==> config.mk <==
export PLATFORM = sky130hd
export DESIGN_NAME = md5_message_digest_unit
export DESIGN_NICKNAME = d
export VERILOG_FILES = /design/src/hdl/md5_pkg.sv /design/src/hdl/md5_message_digest_unit.sv /design/src/hdl/md5_sequencer.sv /design/src/hdl/md5_datapath.sv
export SDC_FILE = /design/constraint.sdc
export NUM_CORES = 2
export LEC_CHECK = 0
export BUFFER_PORTS_ARGS = -buffer_cell sky130_fd_sc_hd__clkbuf_2
export CORE_MARGIN = 1.5
export CORE_UTILIZATION = 50
export CTS_CLUSTER_DIAMETER = 120
export DETAILED_ROUTE_END_ITERATION = 12
export PLACE_DENSITY_LB_ADDON = 0.12
export SYNTH_ARGS = -nofsm -noshare
export SYNTH_HDL_FRONTEND = slang
export SYNTH_SLANG_ARGS = --single-unit
==> constraint.sdc <==
create_clock -name clk -period 9.3 [get_ports clk]
set_input_delay 1.395 -clock clk [delete_from_list [all_inputs] [get_ports clk]]
set_output_delay 1.395 -clock clk [all_outputs]
set_load 0.01 [all_outputs]
==> src/hdl/md5_pkg.sv <==
// Shared types, constants, round tables and control store for the MD5 digest unit.
`default_nettype none
package md5_pkg;

  localparam int unsigned PC_W = 4;

  localparam logic [PC_W-1:0] PC_IDLE  = 4'd0;
  localparam logic [PC_W-1:0] PC_LOAD  = 4'd1;
  localparam logic [PC_W-1:0] PC_ROUND = 4'd2;
  localparam logic [PC_W-1:0] PC_FOLD  = 4'd3;
  localparam logic [PC_W-1:0] PC_CHECK = 4'd4;
  localparam logic [PC_W-1:0] PC_PAD   = 4'd5;
  localparam logic [PC_W-1:0] PC_ZERO  = 4'd6;
  localparam logic [PC_W-1:0] PC_LEN   = 4'd7;
  localparam logic [PC_W-1:0] PC_EMIT0 = 4'd8;
  localparam logic [PC_W-1:0] PC_EMIT1 = 4'd9;

  localparam logic [1:0] MODE_DATA = 2'd0;
  localparam logic [1:0] MODE_LAST = 2'd1;
  localparam logic [1:0] MODE_END  = 2'd2;

  localparam logic [31:0] IV_A = 32'h67452301;
  localparam logic [31:0] IV_B = 32'hefcdab89;
  localparam logic [31:0] IV_C = 32'h98badcfe;
  localparam logic [31:0] IV_D = 32'h10325476;

  localparam logic [7:0] PAD_BYTE = 8'h80;
  localparam logic [5:0] LEN_POS  = 6'd56;
  localparam logic [5:0] LAST_POS = 6'd63;
  localparam logic [5:0] LAST_RND = 6'd63;

  typedef struct packed {
    logic [7:0] msg_byte;
    logic [1:0] mode;
  } in_word_t;

  typedef struct packed {
    logic [63:0] digest_half;
    logic        last_half;
  } out_word_t;

  typedef enum logic [3:0] {
    OP_IDLE,
    OP_LOAD,
    OP_ROUND,
    OP_FOLD,
    OP_NOP,
    OP_PAD,
    OP_ZERO,
    OP_LEN,
    OP_EMIT0,
    OP_EMIT1
  } op_t;

  typedef enum logic [3:0] {
    C_NEVER,
    C_ALWAYS,
    C_BLOCK_FULL,
    C_END_NOW,
    C_ROUND_LAST,
    C_NOT_FIN,
    C_DONE,
    C_PADDED,
    C_ZERO_STOP,
    C_PTR_LAST,
    C_OUT_TAKEN
  } cond_t;

  typedef struct packed {
    op_t             op;
    cond_t           cond_a;
    logic [PC_W-1:0] tgt_a;
    cond_t           cond_b;
    logic [PC_W-1:0] tgt_b;
    logic            hold;
  } ucode_t;

  typedef struct packed {
    logic ptr_last;
    logic zero_stop;
    logic round_last;
    logic fin;
    logic done;
    logic padded;
  } status_t;

  function automatic ucode_t ucode_rom(input logic [PC_W-1:0] pc);
    ucode_t uc;
    case (pc)
      PC_IDLE:  uc = '{OP_IDLE,  C_BLOCK_FULL, PC_LOAD,  C_END_NOW,   PC_PAD,  1'b1};
      PC_LOAD:  uc = '{OP_LOAD,  C_NEVER,      PC_IDLE,  C_NEVER,     PC_IDLE, 1'b0};
      PC_ROUND: uc = '{OP_ROUND, C_ROUND_LAST, PC_FOLD,  C_NEVER,     PC_IDLE, 1'b1};
      PC_FOLD:  uc = '{OP_FOLD,  C_NOT_FIN,    PC_IDLE,  C_DONE,      PC_EMIT0, 1'b0};
      PC_CHECK: uc = '{OP_NOP,   C_PADDED,     PC_ZERO,  C_NEVER,     PC_IDLE, 1'b0};
      PC_PAD:   uc = '{OP_PAD,   C_PTR_LAST,   PC_LOAD,  C_NEVER,     PC_IDLE, 1'b0};
      PC_ZERO:  uc = '{OP_ZERO,  C_ZERO_STOP,  PC_LEN,   C_PTR_LAST,  PC_LOAD, 1'b1};
      PC_LEN:   uc = '{OP_LEN,   C_PTR_LAST,   PC_LOAD,  C_NEVER,     PC_IDLE, 1'b1};
      PC_EMIT0: uc = '{OP_EMIT0, C_OUT_TAKEN,  PC_EMIT1, C_NEVER,     PC_IDLE, 1'b1};
      PC_EMIT1: uc = '{OP_EMIT1, C_OUT_TAKEN,  PC_IDLE,  C_NEVER,     PC_IDLE, 1'b1};
      default:  uc = '{OP_NOP,   C_ALWAYS,     PC_IDLE,  C_NEVER,     PC_IDLE, 1'b0};
    endcase
    return uc;
  endfunction

  function automatic logic [3:0] msg_index(input logic [5:0] r);
    logic [3:0] lo;
    logic [3:0] idx;
    lo = r[3:0];
    case (r[5:4])
      2'd0:    idx = lo;
      2'd1:    idx = 4'(lo * 4'd5 + 4'd1);
      2'd2:    idx = 4'(lo * 4'd3 + 4'd5);
      2'd3:    idx = 4'(lo * 4'd7);
      default: idx = lo;
    endcase
    return idx;
  endfunction

  function automatic logic [4:0] rot_amt(input logic [5:0] r);
    logic [4:0] s;
    case ({r[5:4], r[1:0]})
      4'd0:    s = 5'd7;
      4'd1:    s = 5'd12;
      4'd2:    s = 5'd17;
      4'd3:    s = 5'd22;
      4'd4:    s = 5'd5;
      4'd5:    s = 5'd9;
      4'd6:    s = 5'd14;
      4'd7:    s = 5'd20;
      4'd8:    s = 5'd4;
      4'd9:    s = 5'd11;
      4'd10:   s = 5'd16;
      4'd11:   s = 5'd23;
      4'd12:   s = 5'd6;
      4'd13:   s = 5'd10;
      4'd14:   s = 5'd15;
      4'd15:   s = 5'd21;
      default: s = 5'd7;
    endcase
    return s;
  endfunction

  function automatic logic [31:0] round_k(input logic [5:0] r);
    logic [31:0] k;
    case (r)
      6'd0:  k = 32'hd76aa478;  6'd1:  k = 32'he8c7b756;
      6'd2:  k = 32'h242070db;  6'd3:  k = 32'hc1bdceee;
      6'd4:  k = 32'hf57c0faf;  6'd5:  k = 32'h4787c62a;
      6'd6:  k = 32'ha8304613;  6'd7:  k = 32'hfd469501;
      6'd8:  k = 32'h698098d8;  6'd9:  k = 32'h8b44f7af;
      6'd10: k = 32'hffff5bb1;  6'd11: k = 32'h895cd7be;
      6'd12: k = 32'h6b901122;  6'd13: k = 32'hfd987193;
      6'd14: k = 32'ha679438e;  6'd15: k = 32'h49b40821;
      6'd16: k = 32'hf61e2562;  6'd17: k = 32'hc040b340;
      6'd18: k = 32'h265e5a51;  6'd19: k = 32'he9b6c7aa;
      6'd20: k = 32'hd62f105d;  6'd21: k = 32'h02441453;
      6'd22: k = 32'hd8a1e681;  6'd23: k = 32'he7d3fbc8;
      6'd24: k = 32'h21e1cde6;  6'd25: k = 32'hc33707d6;
      6'd26: k = 32'hf4d50d87;  6'd27: k = 32'h455a14ed;
      6'd28: k = 32'ha9e3e905;  6'd29: k = 32'hfcefa3f8;
      6'd30: k = 32'h676f02d9;  6'd31: k = 32'h8d2a4c8a;
      6'd32: k = 32'hfffa3942;  6'd33: k = 32'h8771f681;
      6'd34: k = 32'h6d9d6122;  6'd35: k = 32'hfde5380c;
      6'd36: k = 32'ha4beea44;  6'd37: k = 32'h4bdecfa9;
      6'd38: k = 32'hf6bb4b60;  6'd39: k = 32'hbebfbc70;
      6'd40: k = 32'h289b7ec6;  6'd41: k = 32'heaa127fa;
      6'd42: k = 32'hd4ef3085;  6'd43: k = 32'h04881d05;
      6'd44: k = 32'hd9d4d039;  6'd45: k = 32'he6db99e5;
      6'd46: k = 32'h1fa27cf8;  6'd47: k = 32'hc4ac5665;
      6'd48: k = 32'hf4292244;  6'd49: k = 32'h432aff97;
      6'd50: k = 32'hab9423a7;  6'd51: k = 32'hfc93a039;
      6'd52: k = 32'h655b59c3;  6'd53: k = 32'h8f0ccc92;
      6'd54: k = 32'hffeff47d;  6'd55: k = 32'h85845dd1;
      6'd56: k = 32'h6fa87e4f;  6'd57: k = 32'hfe2ce6e0;
      6'd58: k = 32'ha3014314;  6'd59: k = 32'h4e0811a1;
      6'd60: k = 32'hf7537e82;  6'd61: k = 32'hbd3af235;
      6'd62: k = 32'h2ad7d2bb;  6'd63: k = 32'heb86d391;
      default: k = 32'hd76aa478;
    endcase
    return k;
  endfunction

  function automatic logic [31:0] bswap32(input logic [31:0] x);
    return {x[7:0], x[15:8], x[23:16], x[31:24]};
  endfunction

endpackage
`default_nettype wire

==> src/hdl/md5_message_digest_unit.sv <==
// Top level of the MD5 digest unit: sequencer, datapath and port handshakes.
//
//   channel  direction  word        handshake
//   in_      input      in_word_t   in_valid / in_stall
//   out_     output     out_word_t  out_valid / out_stall
//
// A data byte that does not fill the block is written into the block buffer at the current pointer.
// A full block then goes through load, 64 rounds (one per cycle) and fold.
// End of message writes padding and length one byte a cycle, compresses one or
// two blocks, then presents two digest words; the round loop sets the rate.
// Reset is synchronous; in_stall stays high from an accepted end until the
// second digest word is taken, and out_stall holds the current digest word.
`default_nettype none
module md5_message_digest_unit (
  input  wire logic               clk,
  input  wire logic               rst_n,
  input  wire logic               in_valid,
  output logic                    in_stall,
  input  wire md5_pkg::in_word_t  in_word,
  output logic                    out_valid,
  input  wire logic               out_stall,
  output md5_pkg::out_word_t      out_word
);

  md5_pkg::op_t     op;
  md5_pkg::status_t stat;
  logic             in_acc;
  logic             out_acc;

  assign in_acc  = in_valid && !in_stall;
  assign out_acc = out_valid && !out_stall;

  md5_sequencer u_seq (
    .clk       (clk),
    .rst_n     (rst_n),
    .in_acc    (in_acc),
    .in_mode   (in_word.mode),
    .out_acc   (out_acc),
    .stat      (stat),
    .op        (op),
    .in_stall  (in_stall),
    .out_valid (out_valid)
  );

  md5_datapath u_dp (
    .clk      (clk),
    .rst_n    (rst_n),
    .op       (op),
    .in_acc   (in_acc),
    .in_word  (in_word),
    .out_acc  (out_acc),
    .stat     (stat),
    .out_word (out_word)
  );

  a_no_out_while_ready: assert property (@(posedge clk) disable iff (!rst_n)
    out_valid |-> in_stall)
    else $error("digest word offered while input is open");

  a_second_follows_first: assert property (@(posedge clk) disable iff (!rst_n)
    (out_valid && !out_stall && !out_word.last_half) |=> (out_valid && out_word.last_half))
    else $error("second digest word missing after first");

  a_ready_after_last: assert property (@(posedge clk) disable iff (!rst_n)
    (out_valid && !out_stall && out_word.last_half) |=> (!in_stall && !out_valid))
    else $error("unit not idle after final digest word");

endmodule
`default_nettype wire

==> src/hdl/md5_sequencer.sv <==
// Microcode sequencer: step counter, control store lookup and conditional jumps.
`default_nettype none
module md5_sequencer (
  input  wire logic             clk,
  input  wire logic             rst_n,
  input  wire logic             in_acc,
  input  wire logic [1:0]       in_mode,
  input  wire logic             out_acc,
  input  wire md5_pkg::status_t stat,
  output md5_pkg::op_t          op,
  output logic                  in_stall,
  output logic                  out_valid
);

  logic [md5_pkg::PC_W-1:0] pc_r;
  logic [md5_pkg::PC_W-1:0] pc_nxt;
  md5_pkg::ucode_t          uc;
  logic                     hit_a;
  logic                     hit_b;
  logic                     data_mode;
  logic                     end_mode;

  function automatic logic cond_eval(input md5_pkg::cond_t c, input md5_pkg::status_t s,
                                     input logic acc, input logic dmode, input logic emode,
                                     input logic oacc);
    logic v;
    case (c)
      md5_pkg::C_NEVER:      v = 1'b0;
      md5_pkg::C_ALWAYS:     v = 1'b1;
      md5_pkg::C_BLOCK_FULL: v = acc && dmode && s.ptr_last;
      md5_pkg::C_END_NOW:    v = acc && emode;
      md5_pkg::C_ROUND_LAST: v = s.round_last;
      md5_pkg::C_NOT_FIN:    v = !s.fin;
      md5_pkg::C_DONE:       v = s.done;
      md5_pkg::C_PADDED:     v = s.padded;
      md5_pkg::C_ZERO_STOP:  v = s.zero_stop;
      md5_pkg::C_PTR_LAST:   v = s.ptr_last;
      md5_pkg::C_OUT_TAKEN:  v = oacc;
      default:               v = 1'b0;
    endcase
    return v;
  endfunction

  assign uc        = md5_pkg::ucode_rom(pc_r);
  assign data_mode = (in_mode == md5_pkg::MODE_DATA) || (in_mode == md5_pkg::MODE_LAST);
  assign end_mode  = (in_mode == md5_pkg::MODE_LAST) || (in_mode == md5_pkg::MODE_END);
  assign hit_a     = cond_eval(uc.cond_a, stat, in_acc, data_mode, end_mode, out_acc);
  assign hit_b     = cond_eval(uc.cond_b, stat, in_acc, data_mode, end_mode, out_acc);

  always_comb begin
    if (hit_a) begin
      pc_nxt = uc.tgt_a;
    end else if (hit_b) begin
      pc_nxt = uc.tgt_b;
    end else if (uc.hold) begin
      pc_nxt = pc_r;
    end else begin
      pc_nxt = md5_pkg::PC_W'(pc_r + 1'b1);
    end
  end

  always_comb begin
    op        = uc.op;
    in_stall  = (uc.op != md5_pkg::OP_IDLE);
    out_valid = (uc.op == md5_pkg::OP_EMIT0) || (uc.op == md5_pkg::OP_EMIT1);
  end

  always_ff @(posedge clk) begin
    if (!rst_n) begin
      pc_r <= md5_pkg::PC_IDLE;
    end else begin
      pc_r <= pc_nxt;
    end
  end

endmodule
`default_nettype wire

==> src/hdl/md5_datapath.sv <==
// Datapath: block buffer memory, chaining words, round registers, counters and digest output.
`default_nettype none
module md5_datapath (
  input  wire logic              clk,
  input  wire logic              rst_n,
  input  wire md5_pkg::op_t      op,
  input  wire logic              in_acc,
  input  wire md5_pkg::in_word_t in_word,
  input  wire logic              out_acc,
  output md5_pkg::status_t       stat,
  output md5_pkg::out_word_t     out_word
);

  logic [7:0]        blk_mem [4][16];
  logic [31:0]       w_rd_r;
  logic [3:0]        raddr;
  logic              we;
  logic [7:0]        wbyte;

  logic [3:0][31:0]  h_r;
  logic [3:0][31:0]  h_nxt;
  logic [31:0]       a_r, b_r, c_r, d_r;
  logic [31:0]       a_nxt, b_nxt, c_nxt, d_nxt;
  logic [5:0]        rnd_r, rnd_nxt;
  logic [5:0]        ptr_r, ptr_nxt;
  logic [63:0]       cnt_r, cnt_nxt;
  logic              fin_r, fin_nxt;
  logic              padded_r, padded_nxt;
  logic              done_r, done_nxt;
  logic              wrap_r, wrap_nxt;

  logic [31:0]       f;
  logic [31:0]       t;
  logic [63:0]       rot_dbl;
  logic [31:0]       b_new;
  logic              zero_stop;
  logic              in_data;
  logic              in_end;
  logic [5:0]        ptr_inc;

  assign zero_stop = (ptr_r == md5_pkg::LEN_POS) && !wrap_r;
  assign in_data   = (in_word.mode == md5_pkg::MODE_DATA) ||
                     (in_word.mode == md5_pkg::MODE_LAST);
  assign in_end    = (in_word.mode == md5_pkg::MODE_LAST) ||
                     (in_word.mode == md5_pkg::MODE_END);
  assign ptr_inc   = 6'(ptr_r + 6'd1);

  always_comb begin
    stat.ptr_last   = (ptr_r == md5_pkg::LAST_POS);
    stat.zero_stop  = zero_stop;
    stat.round_last = (rnd_r == md5_pkg::LAST_RND);
    stat.fin        = fin_r;
    stat.done       = done_r;
    stat.padded     = padded_r;
  end

  always_comb begin
    case (rnd_r[5:4])
      2'd0:    f = (b_r & c_r) | (~b_r & d_r);
      2'd1:    f = (b_r & d_r) | (c_r & ~d_r);
      2'd2:    f = b_r ^ c_r ^ d_r;
      2'd3:    f = c_r ^ (b_r | ~d_r);
      default: f = b_r ^ c_r ^ d_r;
    endcase
    t       = a_r + f + w_rd_r + md5_pkg::round_k(rnd_r);
    rot_dbl = {t, t} << md5_pkg::rot_amt(rnd_r);
    b_new   = rot_dbl[63:32] + b_r;
  end

  always_comb begin
    if (op == md5_pkg::OP_LOAD) begin
      raddr = md5_pkg::msg_index(6'd0);
    end else begin
      raddr = md5_pkg::msg_index(6'(rnd_r + 6'd1));
    end
  end

  always_comb begin
    we    = 1'b0;
    wbyte = in_word.msg_byte;
    case (op)
      md5_pkg::OP_IDLE: begin
        we    = in_acc && in_data;
        wbyte = in_word.msg_byte;
      end
      md5_pkg::OP_PAD: begin
        we    = 1'b1;
        wbyte = md5_pkg::PAD_BYTE;
      end
      md5_pkg::OP_ZERO: begin
        we    = !zero_stop;
        wbyte = 8'd0;
      end
      md5_pkg::OP_LEN: begin
        we    = 1'b1;
        wbyte = cnt_r[{ptr_r[2:0], 3'b000} +: 8];
      end
      default: begin
        we    = 1'b0;
        wbyte = in_word.msg_byte;
      end
    endcase
  end

  always_comb begin
    h_nxt      = h_r;
    a_nxt      = a_r;
    b_nxt      = b_r;
    c_nxt      = c_r;
    d_nxt      = d_r;
    rnd_nxt    = rnd_r;
    ptr_nxt    = ptr_r;
    cnt_nxt    = cnt_r;
    fin_nxt    = fin_r;
    padded_nxt = padded_r;
    done_nxt   = done_r;
    wrap_nxt   = wrap_r;
    case (op)
      md5_pkg::OP_IDLE: begin
        if (in_acc && in_data) begin
          ptr_nxt = ptr_inc;
          cnt_nxt = cnt_r + 64'd8;
        end
        if (in_acc && in_end) begin
          fin_nxt = 1'b1;
        end
      end
      md5_pkg::OP_LOAD: begin
        a_nxt   = h_r[0];
        b_nxt   = h_r[1];
        c_nxt   = h_r[2];
        d_nxt   = h_r[3];
        rnd_nxt = 6'd0;
      end
      md5_pkg::OP_ROUND: begin
        a_nxt   = d_r;
        b_nxt   = b_new;
        c_nxt   = b_r;
        d_nxt   = c_r;
        rnd_nxt = 6'(rnd_r + 6'd1);
      end
      md5_pkg::OP_FOLD: begin
        h_nxt[0] = h_r[0] + a_r;
        h_nxt[1] = h_r[1] + b_r;
        h_nxt[2] = h_r[2] + c_r;
        h_nxt[3] = h_r[3] + d_r;
      end
      md5_pkg::OP_PAD: begin
        ptr_nxt    = ptr_inc;
        padded_nxt = 1'b1;
        wrap_nxt   = (ptr_r >= md5_pkg::LEN_POS) && (ptr_r != md5_pkg::LAST_POS);
      end
      md5_pkg::OP_ZERO: begin
        if (!zero_stop) begin
          ptr_nxt = ptr_inc;
          if (ptr_r == md5_pkg::LAST_POS) begin
            wrap_nxt = 1'b0;
          end
        end
      end
      md5_pkg::OP_LEN: begin
        ptr_nxt = ptr_inc;
        if (ptr_r == md5_pkg::LAST_POS) begin
          done_nxt = 1'b1;
        end
      end
      md5_pkg::OP_EMIT1: begin
        if (out_acc) begin
          h_nxt      = {md5_pkg::IV_D, md5_pkg::IV_C, md5_pkg::IV_B, md5_pkg::IV_A};
          ptr_nxt    = 6'd0;
          cnt_nxt    = 64'd0;
          fin_nxt    = 1'b0;
          padded_nxt = 1'b0;
          done_nxt   = 1'b0;
          wrap_nxt   = 1'b0;
        end
      end
      default: begin
        h_nxt = h_r;
      end
    endcase
  end

  always_comb begin
    if (op == md5_pkg::OP_EMIT1) begin
      out_word.digest_half = {md5_pkg::bswap32(h_r[2]), md5_pkg::bswap32(h_r[3])};
      out_word.last_half   = 1'b1;
    end else begin
      out_word.digest_half = {md5_pkg::bswap32(h_r[0]), md5_pkg::bswap32(h_r[1])};
      out_word.last_half   = 1'b0;
    end
  end

  always_ff @(posedge clk) begin
    if (we) begin
      blk_mem[ptr_r[1:0]][ptr_r[5:2]] <= wbyte;
    end
    w_rd_r <= {blk_mem[3][raddr], blk_mem[2][raddr], blk_mem[1][raddr], blk_mem[0][raddr]};
  end

  always_ff @(posedge clk) begin
    a_r <= a_nxt;
    b_r <= b_nxt;
    c_r <= c_nxt;
    d_r <= d_nxt;
  end

  always_ff @(posedge clk) begin
    if (!rst_n) begin
      h_r      <= {md5_pkg::IV_D, md5_pkg::IV_C, md5_pkg::IV_B, md5_pkg::IV_A};
      rnd_r    <= 6'd0;
      ptr_r    <= 6'd0;
      cnt_r    <= 64'd0;
      fin_r    <= 1'b0;
      padded_r <= 1'b0;
      done_r   <= 1'b0;
      wrap_r   <= 1'b0;
    end else begin
      h_r      <= h_nxt;
      rnd_r    <= rnd_nxt;
      ptr_r    <= ptr_nxt;
      cnt_r    <= cnt_nxt;
      fin_r    <= fin_nxt;
      padded_r <= padded_nxt;
      done_r   <= done_nxt;
      wrap_r   <= wrap_nxt;
    end
  end

endmodule
`default_nettype wire
==> summary.md <==
| Metric | Value |
|---|---|
| Synthesized area per cell | 9.53 µm² |
| Layout area overhead | 10.2% |
| Final Cycle Share | 93.2% |
| IO Pins | 81 |
| Commonest non-fill, non-tap cells in the layout | 897 x nand2_1, 640 x edfxtp_1, 388 x nor2_1, 345 x a21oi_1, 311 x o21ai_0 |
| Crit path capture | u_dp.b_r[30] |
| Largest net degree at the start of global routing | 158 |
| Die Area | 0.114 mm² |
| CTS Buf Count | 104 |
| Detailed-router iteration count before antenna repair | 6 |
| Synth area leaders | edfxtp_1 34%, dfxtp_1 11%, nand2_1 6.0% |
| Busiest grt layer | met2 |
| Vias in the first global route | 42,100 |
| Startpoint types | flip-flop |
| Die Ht | 338 µm |
| Reg2Reg Setup Slack | 630 ps |
| CTS Buffer Depth | 3 |
| Fin. max-slew vios | 0 |
| RSZ-0062 raised after global routing | false |
| Layout cell share with drive strength beyond 1 | 9.16% |
| Worst Setup SP | u_dp.rnd_r[5] |
| Setup CP Type | flip-flop to flip-flop |
| Final Setup Violations | 0 |
| H-tree lvl count | 3 |
| Worst reg2reg path startpoint | u_dp.rnd_r[5] |
| Arrival time worst endpoint | 9060 ps |
| Met3 Use GR | 3.08% |
| Commonest non-fill, non-tap cell in the layout | nand2_1 |
| CTS tree | yes |
| Setup crit end kind | flip-flop |
| Hold slack | 483 ps |
| Status | completed |
| DR vias/cell | 6.11 |
| Unique masters post-synth | 98 |
| DRC viols | 0 |
| Cell area after synthesis | 0.0560 mm² |
| CTS Sinks | 936 |
| Setup TNS | 0 ps |
| Worst-Margin Slew | 1030 ps |
| Hold/Removal Path Class | flip-flop to flip-flop |
| Total Routed Length | 176 mm |
| Max Clk Rate | 115 MHz |
| Gr ovfl total | 0 |
| Total GRT Usage | 30.3% |
| Worst-Skew Late Latency | 730 ps |
| Max transition margin | 31.0% |
| Std-Cell Rows | 122 |
| First-pass GRT wire length | 262 mm |
| FFs w/ async S/R, synth | 0% |
| Final Skew | 69.6 ps |
| Synth top area share | 34.3% |
| Chip width | 338 µm |
| DR iter-0 viols | 4,514 |
| Reg-to-Reg End | u_dp.b_r[30] |
| Total of max-cap violations | 0 |
| Sequential area share after synthesis | 44.9% |
| Post-synth EDFFs | 640 |
| Syn nets | 6,208 |
| Worst-path clk slew | 60 ps |
| Min cycle time layout | 8670 ps |
| Synthesis-stage register bit count | 936 |
| GR met2 Demand/Resource | 48.5% |
| Initial antenna violation count | 6 |
| Antenna-violating nets left | 0 |
| Net count, final | 6,166 |
| Syn. warnings | 0 |
| Wire per inst | 23.7 µm |
| Gpl congestion | 0.982 |
| # fillers | 9,902 |
| Vias | 45,300 |
| Leading area contributor after synthesis | edfxtp_1 |
| Port bufs | 80 |
| CP max FO | 28 |
| Worst R2R Path Depth | 35 |
| Hpwl dp | 121 mm |
| Final Hold Vio Count | 0 |
| Slowest-stage cell, CP | dfxtp_2 |
| Required @ worst endpoint | 9690 ps |
| Core area | 0.111 mm² |
| Most used cell along the critical path | o21ai_0 |
| Predominant post-synthesis flop cell | edfxtp_1 |
| Slowest stage delay, CP | 550 ps |
| Initial core utilization | 50.5% |
| Gate Count Post-Synth | 5,870 |
| CTS root buf | clkbuf_16 |
| GR Util met1 | 42.4% |
-- worst max-delay path: cells and delay by family, from the launching register on --
kind	cells	cell delay (ps)
AOI/OAI and AO/OA	16	3410
xor gates and xnor gates	2	300
adders and majority gates	5	1790
buffers and inverters	5	600
DFF	1	550
muxes	3	900
and+or+nand+nor	4	800
-- per-stage QoR --
| step | utilization, % | cell area, µm² | setup slack, ps | cells |
|---|---|---|---|---|
| 6_report | 55.7 | 61700 | 629 | 7406 |
| 5_1_grt | 55.7 | 61700 | 7.39 | 7403 |
| 4_1_cts | 55.6 | 61600 | 401 | 7402 |
| 3_5_place_dp | 52.4 | 58000 | 431 | 7209 |
| 3_3_place_gp | 52.4 | 58000 | 632 | 7209 |
| 2_1_floorplan | - | 56000 | 1500 | 5870 |
-- routing by layer --
layer,up-vias,routed length (µm)
met5,-,13
met4,2,6510
met3,314,11200
met2,1595,81100
met1,22100,76800
li1,21300,-
-- how the worst min path moves through the flow --
stage	slack [ps]	depth (start not counted)	end	from
2_1_floorplan	440	2	u_dp.fin_r	u_dp.fin_r
6_report	480	2	u_dp.fin_r	u_dp.fin_r
4_1_cts	480	2	u_dp.fin_r	u_dp.fin_r
3_3_place_gp	460	2	u_dp.fin_r	u_dp.fin_r
3_5_place_dp	470	2	u_dp.fin_r	u_dp.fin_r
5_1_grt	520	2	u_dp.h_r[88]	u_dp.h_r[88]
-- logic make-up (layout without fill, tap and decap cells) --
group,count (synthesis),in the layout,share of synthesized area [%]
simple gates,1985,1985,16.0
buf+inv,583,628,3.95
compound gates,1572,1572,18.4
mux,210,210,4.45
flops,936,936,44.9
xor+xnor,260,260,4.07
fa+ha+maj,324,324,8.16
other cells,0,3,0
-- registers in the layout, summed over array words and instances, names as in the netlist, named ones only --
name,cells
u_dp.blk_mem,512
u_dp.h_r,128
u_dp.cnt_r,61
u_dp.a_r,32
u_dp.b_r,32
u_dp.c_r,32
u_dp.d_r,32
u_dp.w_rd_r,32
u_seq.uc,18
u_dp.ptr_r,6
u_dp.rnd_r,6
u_seq.pc_r,4
u_dp.done_r,1
u_dp.fin_r,1
u_dp.padded_r,1
u_dp.wrap_r,1
-- cells in the mapped netlist (all sizes together) (14+ instances only) --
| master | n |
|---|---|
| a221oi | 43 |
| nand2 | 900 |
| nor2b | 34 |
| o211ai | 40 |
| o31ai | 21 |
| xnor2 | 141 |
| nor3 | 86 |
| or3 | 23 |
| o21ai | 337 |
| mux2 | 90 |
| and2 | 214 |
| and3 | 37 |
| or2 | 15 |
| a31oi | 111 |
| ha | 256 |
| nand4 | 24 |
| o22ai | 43 |
| o21a | 51 |
| a311oi | 73 |
| nor2 | 394 |
| mux2i | 99 |
| nand2b | 67 |
| a211oi | 208 |
| dfxtp | 296 |
| a22oi | 58 |
| mux4 | 21 |
| edfxtp | 640 |
| clkbuf | 290 |
| fa | 68 |
| a21oi | 347 |
| a21o | 88 |
| buf | 51 |
| xor2 | 119 |
| inv | 238 |
| o311ai | 14 |
| o21bai | 14 |
| nand3 | 150 |
-- what timing repair did --
| item | CTS | global route |
|---|---|---|
| setup endpoints to repair | 0 | 4 |
| buffers inserted | 0 | 1 |
| resized for setup | 0 | 10 |
| hold buffers | 0 | 0 |
-- final cells by class --
cell class	instances	area, µm²	area share (%)
Sequential cell	936	25200	40.8
Inverter	242	913	1.48
Timing Repair Buffer	193	1350	2.18
Clock inverter	45	641	1.04
Multi-Input combinational cell	4351	28900	46.8
Tap cell	1488	1860	3.02
Clock buffer	148	2920	4.73
Antenna cell	3	7.51	0.0122
Power is left out: the tool's default activity adds up to more than one toggle a clock period on the data nets, which glitch-free logic cannot reach.
